===== config.mk =====
export PLATFORM = sky130hd
export DESIGN_NAME = gif_block_stream_parser_flat
export DESIGN_NICKNAME = d
export VERILOG_FILES = /design/src/rtl/gbsp_pkg.sv /design/src/rtl/gbsp_if.sv /design/src/rtl/gbsp_front.sv /design/src/rtl/gbsp_queue.sv /design/src/rtl/gbsp_back.sv /design/src/rtl/gif_block_stream_parser.sv /design/src/flat_wrapper.sv
export SDC_FILE = /design/constraint.sdc
export NUM_CORES = 2
export LEC_CHECK = 0
export ABC_CLOCK_PERIOD_IN_PS = 10700
export BUFFER_PORTS_ARGS = -buffer_cell sky130_fd_sc_hd__buf_2
export CORE_MARGIN = 2
export CORE_UTILIZATION = 40
export DETAILED_ROUTE_END_ITERATION = 16
export HOLD_SLACK_MARGIN = 0.03
export MAX_ROUTING_LAYER = met4
export SYNTH_ARGS = -nofsm -noshare
export SYNTH_HDL_FRONTEND = slang
export SYNTH_SLANG_ARGS = --single-unit

===== constraint.sdc =====
create_clock -name clk -period 10.7 [get_ports clk]
set_input_delay 1.07 -clock clk [delete_from_list [all_inputs] [get_ports clk]]
set_output_delay 1.07 -clock clk [all_outputs]
set_load 0.01 [all_outputs]

===== src/rtl/gbsp_pkg.sv =====
package gbsp_pkg;

  typedef enum logic [3:0] {
    PH_HDR, PH_LSD, PH_GCT, PH_BLOCK, PH_EXTLABEL, PH_GCE, PH_SKIPLEN,
    PH_SKIPDATA, PH_DESC, PH_LCT, PH_MINCS, PH_DATALEN, PH_DATA, PH_DONE
  } phase_t;

  typedef enum logic [2:0] {
    K_PALETTE, K_FRAME_CTL, K_CLEAR_RECT, K_IMAGE_START,
    K_DATA, K_IMAGE_END, K_TRAILER, K_ERROR
  } kind_t;

  localparam logic CFG_ORIGIN_X = 1'b0;
  localparam logic CFG_ORIGIN_Y = 1'b1;

  localparam logic [7:0] ERR_SIGNATURE = 8'd1;
  localparam logic [7:0] ERR_NO_TABLE  = 8'd2;
  localparam logic [7:0] ERR_BAD_BLOCK = 8'd3;

  localparam logic [7:0] BYTE_TRAILER   = 8'h3B;
  localparam logic [7:0] BYTE_EXTENSION = 8'h21;
  localparam logic [7:0] BYTE_GCE_LABEL = 8'hF9;
  localparam logic [7:0] BYTE_IMAGE     = 8'h2C;
  localparam logic [2:0] DISPOSE_BG     = 3'd2;
  localparam logic [15:0] DELAY_DEFAULT = 16'd10;
  localparam logic [15:0] DELAY_MIN     = 16'd2;

  typedef struct packed {
    kind_t       kind;
    logic [16:0] pos_left;
    logic [16:0] pos_top;
    logic [15:0] rect_width;
    logic [15:0] rect_height;
    logic [23:0] rgb_color;
    logic [7:0]  small_value;
    logic        local_table;
    logic        transparent_on;
    logic [2:0]  disposal_mode;
    logic [15:0] frame_delay;
    logic        last;
  } res_t;

  typedef struct packed {
    phase_t           phase;
    logic [3:0]       byte_count;
    logic [1:0]       tbl_pos;
    logic [7:0]       tbl_idx;
    logic [7:0]       subblock_left;
    logic             global_present;
    logic [2:0]       global_size;
    logic [7:0]       bg_index;
    logic [23:0]      bg_rgb;
    logic [15:0]      rgb_partial;
    logic [2:0]       gce_disposal;
    logic [15:0]      gce_delay;
    logic             gce_transparent;
    logic [7:0]       gce_trans_index;
    logic [3:0][15:0] image_rect;
    logic [3:0]       image_local;
    logic [3:0][15:0] prev_rect;
    logic [2:0]       old_disposal;
  } st_t;

  localparam st_t ST_RESET = '{
    phase: PH_HDR, byte_count: 4'd0, tbl_pos: 2'd0, tbl_idx: 8'd0,
    subblock_left: 8'd0, global_present: 1'b0, global_size: 3'd0,
    bg_index: 8'd0, bg_rgb: 24'd0, rgb_partial: 16'd0, gce_disposal: 3'd0,
    gce_delay: DELAY_DEFAULT, gce_transparent: 1'b0, gce_trans_index: 8'd0,
    image_rect: 64'd0, image_local: 4'd0, prev_rect: 64'd0, old_disposal: 3'd0
  };

endpackage


===== src/rtl/gbsp_if.sv =====
interface gbsp_in_if;
  logic       valid;
  logic       ready;
  logic [7:0] byte_in;
  logic       stream_start;
  modport source (output valid, byte_in, stream_start, input ready);
  modport sink (input valid, byte_in, stream_start, output ready);
endinterface

interface gbsp_out_if;
  logic        valid;
  logic        ready;
  logic [2:0]  kind;
  logic [16:0] pos_left;
  logic [16:0] pos_top;
  logic [15:0] rect_width;
  logic [15:0] rect_height;
  logic [23:0] rgb_color;
  logic [7:0]  small_value;
  logic        local_table;
  logic        transparent_on;
  logic [2:0]  disposal_mode;
  logic [15:0] frame_delay;
  logic        last;
  modport source (output valid, kind, pos_left, pos_top, rect_width, rect_height,
                  rgb_color, small_value, local_table, transparent_on,
                  disposal_mode, frame_delay, last, input ready);
  modport sink (input valid, kind, pos_left, pos_top, rect_width, rect_height,
                rgb_color, small_value, local_table, transparent_on,
                disposal_mode, frame_delay, last, output ready);
endinterface


===== src/rtl/gbsp_front.sv =====
module gbsp_front (
  input  logic                clk,
  input  logic                rst_n,
  input  logic                accept,
  input  logic [7:0]          byte_in,
  input  logic                stream_start,
  input  logic [15:0]         origin_x,
  input  logic [15:0]         origin_y,
  output logic [1:0]          push_cnt,
  output gbsp_pkg::res_t      res0,
  output gbsp_pkg::res_t      res1
);

  gbsp_pkg::st_t state_r, state_nxt, cur;
  logic [7:0]  last_idx;
  logic [23:0] rgb_full;
  logic [1:0]  rect_f;
  logic [16:0] img_x, img_y, clr_x, clr_y;

  // Restart parsing on this byte when stream_start is set
  assign cur = stream_start ? gbsp_pkg::ST_RESET : state_r;

  assign rgb_full = {cur.rgb_partial, byte_in};
  assign rect_f   = cur.byte_count[2:1];
  assign img_x = {1'b0, origin_x} + {1'b0, cur.image_rect[0]};
  assign img_y = {1'b0, origin_y} + {1'b0, cur.image_rect[1]};
  assign clr_x = {1'b0, origin_x} + {1'b0, cur.prev_rect[0]};
  assign clr_y = {1'b0, origin_y} + {1'b0, cur.prev_rect[1]};

  // Last entry of the active color table
  always_comb begin
    if (cur.phase == gbsp_pkg::PH_LCT) begin
      last_idx = 8'((9'd2 << cur.image_local[2:0]) - 9'd1);
    end else begin
      last_idx = 8'((9'd2 << cur.global_size) - 9'd1);
    end
  end

  // Next parser state
  always_comb begin
    state_nxt = cur;
    case (cur.phase)
      gbsp_pkg::PH_HDR: begin
        if (!(cur.byte_count == 4'd0 && byte_in != "G") &&
            !(cur.byte_count == 4'd1 && byte_in != "I") &&
            !(cur.byte_count == 4'd2 && byte_in != "F")) begin
          state_nxt.byte_count = cur.byte_count + 4'd1;
          if (cur.byte_count == 4'd5) begin
            state_nxt.byte_count = 4'd0;
            state_nxt.phase = gbsp_pkg::PH_LSD;
          end
        end else begin
          state_nxt.phase = gbsp_pkg::PH_DONE;
        end
      end
      gbsp_pkg::PH_LSD: begin
        if (cur.byte_count == 4'd4) begin
          state_nxt.global_present = byte_in[7];
          state_nxt.global_size = byte_in[2:0];
        end else if (cur.byte_count == 4'd5) begin
          state_nxt.bg_index = byte_in;
        end
        state_nxt.byte_count = cur.byte_count + 4'd1;
        if (cur.byte_count == 4'd6) begin
          state_nxt.byte_count = 4'd0;
          state_nxt.phase = cur.global_present ? gbsp_pkg::PH_GCT : gbsp_pkg::PH_BLOCK;
        end
      end
      gbsp_pkg::PH_GCT, gbsp_pkg::PH_LCT: begin
        case (cur.tbl_pos)
          2'd0: begin
            state_nxt.rgb_partial = {byte_in, 8'h00};
            state_nxt.tbl_pos = 2'd1;
          end
          2'd1: begin
            state_nxt.rgb_partial[7:0] = byte_in;
            state_nxt.tbl_pos = 2'd2;
          end
          default: begin
            if (cur.phase == gbsp_pkg::PH_GCT && cur.tbl_idx == cur.bg_index) begin
              state_nxt.bg_rgb = rgb_full;
            end
            state_nxt.tbl_pos = 2'd0;
            state_nxt.tbl_idx = cur.tbl_idx + 8'd1;
            if (cur.tbl_idx == last_idx) begin
              state_nxt.tbl_idx = 8'd0;
              state_nxt.phase = (cur.phase == gbsp_pkg::PH_GCT) ?
                                gbsp_pkg::PH_BLOCK : gbsp_pkg::PH_MINCS;
            end
          end
        endcase
      end
      gbsp_pkg::PH_BLOCK: begin
        if (byte_in == gbsp_pkg::BYTE_EXTENSION) begin
          state_nxt.phase = gbsp_pkg::PH_EXTLABEL;
        end else if (byte_in == gbsp_pkg::BYTE_IMAGE) begin
          state_nxt.byte_count = 4'd0;
          state_nxt.phase = gbsp_pkg::PH_DESC;
        end else begin
          state_nxt.phase = gbsp_pkg::PH_DONE;
        end
      end
      gbsp_pkg::PH_EXTLABEL: begin
        state_nxt.byte_count = 4'd0;
        state_nxt.phase = (byte_in == gbsp_pkg::BYTE_GCE_LABEL) ?
                          gbsp_pkg::PH_GCE : gbsp_pkg::PH_SKIPLEN;
      end
      gbsp_pkg::PH_GCE: begin
        case (cur.byte_count)
          4'd1: begin
            state_nxt.gce_disposal = byte_in[4:2];
            state_nxt.gce_transparent = byte_in[0];
          end
          4'd2: state_nxt.gce_delay = {8'h00, byte_in};
          4'd3: begin
            state_nxt.gce_delay = {byte_in, cur.gce_delay[7:0]};
            if (byte_in == 8'd0 && cur.gce_delay[7:0] == 8'd0) begin
              state_nxt.gce_delay = gbsp_pkg::DELAY_MIN;
            end
          end
          4'd4: begin
            if (cur.gce_transparent) state_nxt.gce_trans_index = byte_in;
          end
          default: ;
        endcase
        state_nxt.byte_count = cur.byte_count + 4'd1;
        if (cur.byte_count == 4'd5) begin
          state_nxt.byte_count = 4'd0;
          state_nxt.phase = gbsp_pkg::PH_BLOCK;
        end
      end
      gbsp_pkg::PH_SKIPLEN: begin
        if (byte_in == 8'd0) begin
          state_nxt.phase = gbsp_pkg::PH_BLOCK;
        end else begin
          state_nxt.subblock_left = byte_in;
          state_nxt.phase = gbsp_pkg::PH_SKIPDATA;
        end
      end
      gbsp_pkg::PH_SKIPDATA: begin
        state_nxt.subblock_left = cur.subblock_left - 8'd1;
        if (cur.subblock_left == 8'd1) state_nxt.phase = gbsp_pkg::PH_SKIPLEN;
      end
      gbsp_pkg::PH_DESC: begin
        if (cur.byte_count[3] == 1'b0) begin
          if (cur.byte_count[0]) begin
            state_nxt.image_rect[rect_f][15:8] = byte_in;
          end else begin
            state_nxt.image_rect[rect_f][7:0] = byte_in;
          end
          state_nxt.byte_count = cur.byte_count + 4'd1;
        end else begin
          state_nxt.image_local = {byte_in[7], byte_in[2:0]};
          state_nxt.byte_count = 4'd0;
          if (byte_in[7]) begin
            state_nxt.phase = gbsp_pkg::PH_LCT;
          end else if (!cur.global_present) begin
            state_nxt.phase = gbsp_pkg::PH_DONE;
          end else begin
            state_nxt.phase = gbsp_pkg::PH_MINCS;
          end
        end
      end
      gbsp_pkg::PH_MINCS: state_nxt.phase = gbsp_pkg::PH_DATALEN;
      gbsp_pkg::PH_DATALEN: begin
        if (byte_in != 8'd0) begin
          state_nxt.subblock_left = byte_in;
          state_nxt.phase = gbsp_pkg::PH_DATA;
        end else begin
          state_nxt.old_disposal = cur.gce_disposal;
          state_nxt.prev_rect = cur.image_rect;
          state_nxt.gce_disposal = 3'd0;
          state_nxt.gce_transparent = 1'b0;
          state_nxt.gce_delay = gbsp_pkg::DELAY_DEFAULT;
          state_nxt.phase = gbsp_pkg::PH_BLOCK;
        end
      end
      gbsp_pkg::PH_DATA: begin
        state_nxt.subblock_left = cur.subblock_left - 8'd1;
        if (cur.subblock_left == 8'd1) state_nxt.phase = gbsp_pkg::PH_DATALEN;
      end
      default: state_nxt.phase = gbsp_pkg::PH_DONE;
    endcase
  end

  // Result items caused by this byte
  always_comb begin
    res0 = '0;
    res1 = '0;
    push_cnt = 2'd0;
    case (cur.phase)
      gbsp_pkg::PH_HDR: begin
        if ((cur.byte_count == 4'd0 && byte_in != "G") ||
            (cur.byte_count == 4'd1 && byte_in != "I") ||
            (cur.byte_count == 4'd2 && byte_in != "F")) begin
          res0.kind = gbsp_pkg::K_ERROR;
          res0.small_value = gbsp_pkg::ERR_SIGNATURE;
          push_cnt = 2'd1;
        end
      end
      gbsp_pkg::PH_GCT, gbsp_pkg::PH_LCT: begin
        if (cur.tbl_pos == 2'd2) begin
          res0.kind = gbsp_pkg::K_PALETTE;
          res0.rgb_color = rgb_full;
          res0.small_value = cur.tbl_idx;
          res0.local_table = (cur.phase == gbsp_pkg::PH_LCT);
          push_cnt = 2'd1;
        end
      end
      gbsp_pkg::PH_BLOCK: begin
        if (byte_in == gbsp_pkg::BYTE_TRAILER) begin
          res0.kind = gbsp_pkg::K_TRAILER;
          push_cnt = 2'd1;
        end else if (byte_in != gbsp_pkg::BYTE_EXTENSION &&
                     byte_in != gbsp_pkg::BYTE_IMAGE) begin
          res0.kind = gbsp_pkg::K_ERROR;
          res0.small_value = gbsp_pkg::ERR_BAD_BLOCK;
          push_cnt = 2'd1;
        end
      end
      gbsp_pkg::PH_GCE: begin
        if (cur.byte_count == 4'd5) begin
          res0.kind = gbsp_pkg::K_FRAME_CTL;
          res0.transparent_on = cur.gce_transparent;
          res0.disposal_mode = cur.gce_disposal;
          res0.frame_delay = cur.gce_delay;
          res0.small_value = cur.gce_trans_index;
          push_cnt = 2'd1;
        end
      end
      gbsp_pkg::PH_DESC: begin
        if (cur.byte_count[3] && !byte_in[7] && !cur.global_present) begin
          res0.kind = gbsp_pkg::K_ERROR;
          res0.small_value = gbsp_pkg::ERR_NO_TABLE;
          push_cnt = 2'd1;
        end
      end
      gbsp_pkg::PH_MINCS: begin
        res1.kind = gbsp_pkg::K_IMAGE_START;
        res1.pos_left = img_x;
        res1.pos_top = img_y;
        res1.rect_width = cur.image_rect[2];
        res1.rect_height = cur.image_rect[3];
        res1.small_value = byte_in;
        res1.local_table = cur.image_local[3];
        res1.transparent_on = cur.gce_transparent;
        res1.disposal_mode = cur.gce_disposal;
        res1.frame_delay = cur.gce_delay;
        if (cur.old_disposal == gbsp_pkg::DISPOSE_BG) begin
          res0.kind = gbsp_pkg::K_CLEAR_RECT;
          res0.pos_left = clr_x;
          res0.pos_top = clr_y;
          res0.rect_width = cur.prev_rect[2];
          res0.rect_height = cur.prev_rect[3];
          res0.rgb_color = cur.bg_rgb;
          push_cnt = 2'd2;
        end else begin
          res0 = res1;
          res1 = '0;
          push_cnt = 2'd1;
        end
      end
      gbsp_pkg::PH_DATALEN: begin
        if (byte_in == 8'd0) begin
          res0.kind = gbsp_pkg::K_IMAGE_END;
          res0.pos_left = img_x;
          res0.pos_top = img_y;
          res0.rect_width = cur.image_rect[2];
          res0.rect_height = cur.image_rect[3];
          push_cnt = 2'd1;
        end
      end
      gbsp_pkg::PH_DATA: begin
        res0.kind = gbsp_pkg::K_DATA;
        res0.small_value = byte_in;
        push_cnt = 2'd1;
      end
      default: ;
    endcase
    // Mark the final item of this byte
    if (push_cnt == 2'd2) begin
      res1.last = 1'b1;
    end else begin
      res0.last = 1'b1;
    end
    if (!accept) push_cnt = 2'd0;
  end

  // Advance parser state on each transfer
  always_ff @(posedge clk) begin
    if (!rst_n) begin
      state_r <= gbsp_pkg::ST_RESET;
    end else if (accept) begin
      state_r <= state_nxt;
    end
  end

endmodule


===== src/rtl/gbsp_queue.sv =====
module gbsp_queue #(
  parameter int DEPTH = 4
) (
  input  logic           clk,
  input  logic           rst_n,
  input  logic [1:0]     push_cnt,
  input  gbsp_pkg::res_t wdata0,
  input  gbsp_pkg::res_t wdata1,
  input  logic           pop,
  output logic           space_ok,
  output logic           not_empty,
  output gbsp_pkg::res_t rdata
);

  localparam int AW = $clog2(DEPTH);
  localparam int CW = $clog2(DEPTH + 1);

  gbsp_pkg::res_t mem_r [DEPTH];
  logic [AW-1:0] wptr_r, wptr_nxt, rptr_r, rptr_nxt, wptr_p1;
  logic [CW-1:0] count_r, count_nxt;

  assign wptr_p1   = wptr_r + AW'(1);
  assign space_ok  = (count_r <= CW'(DEPTH - 2));
  assign not_empty = (count_r != '0);
  assign rdata     = mem_r[rptr_r];

  // Move pointers and fill level
  always_comb begin
    wptr_nxt  = wptr_r + AW'(push_cnt);
    rptr_nxt  = rptr_r + AW'(pop);
    count_nxt = count_r + CW'(push_cnt) - CW'(pop);
  end

  always_ff @(posedge clk) begin
    if (!rst_n) begin
      wptr_r  <= '0;
      rptr_r  <= '0;
      count_r <= '0;
    end else begin
      wptr_r  <= wptr_nxt;
      rptr_r  <= rptr_nxt;
      count_r <= count_nxt;
    end
  end

  // Store up to two items a cycle
  always_ff @(posedge clk) begin
    if (push_cnt != 2'd0) mem_r[wptr_r] <= wdata0;
    if (push_cnt == 2'd2) mem_r[wptr_p1] <= wdata1;
  end

endmodule


===== src/rtl/gbsp_back.sv =====
module gbsp_back (
  input  logic           clk,
  input  logic           rst_n,
  input  logic           q_not_empty,
  input  gbsp_pkg::res_t q_data,
  output logic           q_pop,
  gbsp_out_if.source     out_ch
);

  logic           valid_r, valid_nxt;
  gbsp_pkg::res_t data_r;

  // Load the output register from the queue when it is empty or being drained
  assign q_pop     = q_not_empty && (!valid_r || out_ch.ready);
  assign valid_nxt = q_pop || (valid_r && !out_ch.ready);

  always_ff @(posedge clk) begin
    if (!rst_n) begin
      valid_r <= 1'b0;
    end else begin
      valid_r <= valid_nxt;
    end
  end

  always_ff @(posedge clk) begin
    if (q_pop) data_r <= q_data;
  end

  assign out_ch.valid          = valid_r;
  assign out_ch.kind           = data_r.kind;
  assign out_ch.pos_left       = data_r.pos_left;
  assign out_ch.pos_top        = data_r.pos_top;
  assign out_ch.rect_width     = data_r.rect_width;
  assign out_ch.rect_height    = data_r.rect_height;
  assign out_ch.rgb_color      = data_r.rgb_color;
  assign out_ch.small_value    = data_r.small_value;
  assign out_ch.local_table    = data_r.local_table;
  assign out_ch.transparent_on = data_r.transparent_on;
  assign out_ch.disposal_mode  = data_r.disposal_mode;
  assign out_ch.frame_delay    = data_r.frame_delay;
  assign out_ch.last           = data_r.last;

endmodule


===== src/rtl/gif_block_stream_parser.sv =====
// Bytes pass the parser, the result queue (QUEUE_DEPTH entries) and the output
// register to out_ch. The parser takes one byte per cycle while the queue has room
// for two items; results leave at one per cycle while out_ch.ready is high. An
// image-start byte that also yields a clear rectangle pushes both into the queue.
// Reset (rst_n low, synchronous): parser to header phase, queue and output empty,
// origin registers to 0.
module gif_block_stream_parser #(
  parameter int QUEUE_DEPTH = 4
) (
  input  logic        clk,
  input  logic        rst_n,
  gbsp_in_if.sink     in_ch,
  gbsp_out_if.source  out_ch,
  input  logic        cfg_we,
  input  logic        cfg_index,
  input  logic [15:0] cfg_wdata
);

  logic [15:0]    origin_x_r, origin_y_r;
  logic           accept, space_ok, q_not_empty, q_pop;
  logic [1:0]     push_cnt;
  gbsp_pkg::res_t res0, res1, q_data;

  // Hold origin registers
  always_ff @(posedge clk) begin
    if (!rst_n) begin
      origin_x_r <= '0;
      origin_y_r <= '0;
    end else if (cfg_we) begin
      if (cfg_index == gbsp_pkg::CFG_ORIGIN_X) origin_x_r <= cfg_wdata;
      if (cfg_index == gbsp_pkg::CFG_ORIGIN_Y) origin_y_r <= cfg_wdata;
    end
  end

  assign in_ch.ready = space_ok;
  assign accept      = in_ch.valid && space_ok;

  gbsp_front u_front (
    .clk(clk), .rst_n(rst_n), .accept(accept), .byte_in(in_ch.byte_in),
    .stream_start(in_ch.stream_start), .origin_x(origin_x_r),
    .origin_y(origin_y_r), .push_cnt(push_cnt), .res0(res0), .res1(res1)
  );

  gbsp_queue #(.DEPTH(QUEUE_DEPTH)) u_queue (
    .clk(clk), .rst_n(rst_n), .push_cnt(push_cnt), .wdata0(res0),
    .wdata1(res1), .pop(q_pop), .space_ok(space_ok),
    .not_empty(q_not_empty), .rdata(q_data)
  );

  gbsp_back u_back (
    .clk(clk), .rst_n(rst_n), .q_not_empty(q_not_empty), .q_data(q_data),
    .q_pop(q_pop), .out_ch(out_ch)
  );

endmodule


===== src/flat_wrapper.sv =====
// flat-port wrapper written by rule: the top's interface ports become plain ports
module gif_block_stream_parser_flat 
#(
  parameter int QUEUE_DEPTH = 4
)
  (clk, rst_n, cfg_we, cfg_index, cfg_wdata, in_ch_valid, in_ch_byte_in, in_ch_stream_start, in_ch_ready, out_ch_valid, out_ch_kind, out_ch_pos_left, out_ch_pos_top, out_ch_rect_width, out_ch_rect_height, out_ch_rgb_color, out_ch_small_value, out_ch_local_table, out_ch_transparent_on, out_ch_disposal_mode, out_ch_frame_delay, out_ch_last, out_ch_ready);
  gbsp_in_if in_ch_i ();
  gbsp_out_if out_ch_i ();
  input  logic clk;
  input  logic rst_n;
  input  logic cfg_we;
  input  logic cfg_index;
  input  logic [15:0] cfg_wdata;
  input wire logic [$bits(in_ch_i.valid)-1:0] in_ch_valid;
  input wire logic [$bits(in_ch_i.byte_in)-1:0] in_ch_byte_in;
  input wire logic [$bits(in_ch_i.stream_start)-1:0] in_ch_stream_start;
  output wire logic [$bits(in_ch_i.ready)-1:0] in_ch_ready;
  output wire logic [$bits(out_ch_i.valid)-1:0] out_ch_valid;
  output wire logic [$bits(out_ch_i.kind)-1:0] out_ch_kind;
  output wire logic [$bits(out_ch_i.pos_left)-1:0] out_ch_pos_left;
  output wire logic [$bits(out_ch_i.pos_top)-1:0] out_ch_pos_top;
  output wire logic [$bits(out_ch_i.rect_width)-1:0] out_ch_rect_width;
  output wire logic [$bits(out_ch_i.rect_height)-1:0] out_ch_rect_height;
  output wire logic [$bits(out_ch_i.rgb_color)-1:0] out_ch_rgb_color;
  output wire logic [$bits(out_ch_i.small_value)-1:0] out_ch_small_value;
  output wire logic [$bits(out_ch_i.local_table)-1:0] out_ch_local_table;
  output wire logic [$bits(out_ch_i.transparent_on)-1:0] out_ch_transparent_on;
  output wire logic [$bits(out_ch_i.disposal_mode)-1:0] out_ch_disposal_mode;
  output wire logic [$bits(out_ch_i.frame_delay)-1:0] out_ch_frame_delay;
  output wire logic [$bits(out_ch_i.last)-1:0] out_ch_last;
  input wire logic [$bits(out_ch_i.ready)-1:0] out_ch_ready;
  assign in_ch_i.valid = in_ch_valid;
  assign in_ch_i.byte_in = in_ch_byte_in;
  assign in_ch_i.stream_start = in_ch_stream_start;
  assign in_ch_ready = in_ch_i.ready;
  assign out_ch_valid = out_ch_i.valid;
  assign out_ch_kind = out_ch_i.kind;
  assign out_ch_pos_left = out_ch_i.pos_left;
  assign out_ch_pos_top = out_ch_i.pos_top;
  assign out_ch_rect_width = out_ch_i.rect_width;
  assign out_ch_rect_height = out_ch_i.rect_height;
  assign out_ch_rgb_color = out_ch_i.rgb_color;
  assign out_ch_small_value = out_ch_i.small_value;
  assign out_ch_local_table = out_ch_i.local_table;
  assign out_ch_transparent_on = out_ch_i.transparent_on;
  assign out_ch_disposal_mode = out_ch_i.disposal_mode;
  assign out_ch_frame_delay = out_ch_i.frame_delay;
  assign out_ch_last = out_ch_i.last;
  assign out_ch_i.ready = out_ch_ready;
  gif_block_stream_parser #(.QUEUE_DEPTH(QUEUE_DEPTH)) u_core (.clk(clk), .rst_n(rst_n), .in_ch(in_ch_i), .out_ch(out_ch_i), .cfg_we(cfg_we), .cfg_index(cfg_index), .cfg_wdata(cfg_wdata));
endmodule

==> flow_summary.ini <==
[logic_synthesis]
synth.distinct_cells = 87
synth-seq-cells = 896
synth_edf_count = 515
synth_largest_area_cell = edfxtp_1
synth_top_area_share_pct = 36.5
syn_inst = 3779
seq_area_frac_synth_pct = 54.5
synth_flop_cell = edfxtp_1
syn_area_per_cell_um2 = 11.2
synth_area_leaders = edfxtp_1 36%, dfxtp_1 18%, a22oi_1 6.6%
syn-cell-area_um2 = 42400
syn_nets = 3893
postSynth.asyncResetShare_pct = 0
synth.yosys.warnings = 0

[placement]
dp.cells = 5061
io_buffers = 155
preCtsSetupSlack_ns = 3.40
gp_congestion = 0.907
dp_hpwl_um = 77900

[clock_network]
cts_tree = built
insertion_delay_ns = 0.68
cts.sinks = 896
htree_levels = 3
cts_resized = 0
clockBufferDepth = 3
numCtsBuffers = 93
ctsHoldBuffers = 0
cts.clk_slew.worst_paths_ns = 0.06
cts_root_buf = clkbuf_16
postCtsSetupRepairBufs = 0

[sta]
clock_skew_ns = 0.0336
fin_tns_setup_ns = 0
max_freq_ghz = 0.151
period_minus_slack_ns = 6.62
rsz0062_at_grt = no
setup_slack_ns = 4.08
drv_slew = 0
hold_viol_final = 0
period_share_pct = 61.9
setup_viol = 0
relSlewSlack_pct = 11.0
worst_pin_slew_ns = 1.33

[routing]
wl_per_cell_um = 24.6
drt_iter0_drc = 3481
via_per_inst = 6.06
first_pass_iters = 9
postRouteAntennaNets = 0
routed_wl_um = 129000
drc = 0
vias = 31800

[grt]
globalRouteTotalUtil_pct = 24.0
grt_pass1_wl_um = 194000
antenna_found_initial = 10
overflow = 0
grt_pass1_vias = 30800
grt_max_degree = 125

[cells_and_area]
fin_nets = 3879
stdcell_count = 5243
fillCellCount = 9706
multi_input_area_um2 = 17900
seq_area_um2 = 23100
area_delta_synth_final_pct = 11.5
layout-drive-gt1-share_pct = 14.3

[outcome]
status = completed

[setup_path]
start_kind = input pin
critPathMaxFanout = 85
worstSetupPathType = input pin to flip-flop
rr_worst_depth = 9
cp_data_required_time_ns = 10.98
arrival_ns = 6.90
critPathCaptureType = flip-flop

[die]
die_h_um = 330
ios = 156
die_area_um2 = 109000
core_um2 = 105000
start_util_pct = 40.3
die_x_um = 330
num_rows = 119

[power_and_ir_drop]
p_leak_nw = 15.4
p_per_area_nw_per_um2 = 205
ir_worst_vdd_mv = 0.148

[flow_run]
drv_cap = 0

[min_path]
whs_path_depth = 2
worstHoldPathType = flip-flop to flip-flop
==> report_power, final <==
group	switching, W	total [W]	internal, W
clock network	0.00140	0.00336	0.00196
registers	0.000191	0.00441	0.00422
logic	0.00126	0.00192	0.000655
==> cells by family after synthesis <==
logic type                 share of synthesized area (%)
AOI/OAI and AO/OA                                   18.6
and+or+nand+nor                                     12.7
DFF                                                 54.5
buffers and inverters                               3.67
muxes                                               6.65
adders and majority gates                           2.54
xor gates and xnor gates                            1.36
==> cells in the final DEF, fill, tap and decap left out, types with 14 or more instances in the layout <==
master	netlist	final
o21ai_0	190	190
nor2_1	239	238
nor3_1	54	49
o21a_1	17	17
clkbuf_16	0	95
ha_1	78	78
nor2b_1	267	267
a21o_1	23	23
nand3_1	151	149
clkbuf_1	213	21
o22ai_1	265	265
a32o_1	22	22
o21ai_1	15	14
xor2_1	25	25
a21oi_1	122	118
nand2b_1	14	14
or3_1	15	15
and2_1	24	19
nand2_1	246	237
buf_2	44	153
xnor2_1	41	41
edfxtp_1	515	515
inv_1	38	36
dfxtp_1	381	379
mux4_2	123	123
a22oi_1	374	374
buf_4	15	56
clkinv_2	0	19
==> cell type report <==
cell class | count | area share [%]
inverter | 38 | 0.304
antenna | 9 | 0.0476
clock buffer | 125 | 5.42
sequential | 896 | 48.8
multi-input combinational | 2525 | 37.9
timing repair buffer | 211 | 2.59
tap | 1391 | 3.68
clock inverter | 48 | 1.21
==> state kept, by name, indices dropped and copies added, names as in the netlist <==
signal	count
u_core.u_back.out_ch.rgb_color	24
u_core.u_queue.count_r	3
u_core.u_back.out_ch.pos_left	17
u_core.u_back.out_ch.local_table	1
u_core.u_back.out_ch.pos_top	17
u_core.u_back.out_ch.last	1
u_core.u_back.out_ch.valid	1
u_core.u_back.out_ch.small_value	8
u_core.u_front.state_r	241
u_core.origin_x_r	16
u_core.u_back.out_ch.disposal_mode	3
u_core.u_queue.wptr_r	2
u_core.u_back.out_ch.rect_height	16
u_core.u_back.out_ch.transparent_on	1
u_core.u_back.out_ch.frame_delay	16
u_core.u_queue.rptr_r	2
u_core.u_queue.mem_r	492
u_core.u_back.out_ch.rect_width	16
u_core.origin_y_r	16
u_core.u_back.out_ch.kind	3
==> worst max-delay path, stage by stage <==
cell      delay, ns
buf_4          0.24
inv_2          0.66
nand2_1        0.37
inv_1          0.27
ha_1           0.36
nand2_1        0.15
a31oi_1        0.43
a211oi_4       0.16
a21oi_2        0.62
nand2_4        0.69
nand2_4        1.12
buf_4          0.68
==> synth_stat cells (23+ instances only) <==
| cell type | n |
|---|---|
| o21ai_0 | 190 |
| edfxtp_1 | 515 |
| buf_1 | 34 |
| a21o_1 | 23 |
| buf_2 | 44 |
| inv_1 | 38 |
| and2_1 | 24 |
| clkbuf_1 | 213 |
| nor2_1 | 239 |
| a21oi_1 | 122 |
| nand3_1 | 151 |
| xor2_1 | 25 |
| a22oi_1 | 374 |
| dfxtp_1 | 381 |
| nor2b_1 | 267 |
| ha_1 | 78 |
| nand2_1 | 246 |
| o22ai_1 | 265 |
| xnor2_1 | 41 |
| mux4_2 | 123 |
| nor3_1 | 54 |
==> per-stage QoR <==
stage / cell area [µm²] / utilization, % / hold WS [ns] / total power (W)
floorplan: 42400 / - / 0.438 / 0.00563
global placement: 44100 / 41.9 / 0.449 / 0.00641
detailed placement: 44100 / 41.9 / 0.458 / 0.00642
CTS: 47300 / 44.9 / 0.473 / 0.00977
global route: 47300 / 44.9 / 0.493 / 0.0100
finish: 47300 / 44.9 / 0.471 / 0.00969
==> worst paths after layout <==
kind	from	endpoint	slack [ns]
setup reg to reg	u_core.u_front.state_r[238]$_SDFFE_PN0P_	u_core.u_queue.mem_r[1][22]$_DFFE_PP_	4.88
hold reg to reg	u_core.u_queue.mem_r[2][47]$_SDFFE_PP0P_	u_core.u_queue.mem_r[2][47]$_SDFFE_PP0P_	0.47
setup / recovery	in_ch_stream_start	u_core.u_queue.mem_r[1][22]$_DFFE_PP_	4.08
hold / removal	u_core.u_queue.mem_r[2][47]$_SDFFE_PP0P_	u_core.u_queue.mem_r[2][47]$_SDFFE_PP0P_	0.47
==> per-layer routing <==
| layer | vias to the layer above | GRT usage, % | part of all wire, % |
|---|---|---|---|
| met2 | 1382 | 38.2 | 47 |
| met5 | - | - | 0 |
| met4 | 0 | 8.09 | 3.1 |
| met1 | 15700 | 31.1 | 42 |
| met3 | 256 | 4.17 | 7.9 |
| li1 | 14500 | - | - |
(Power assumes the default switching activity.)
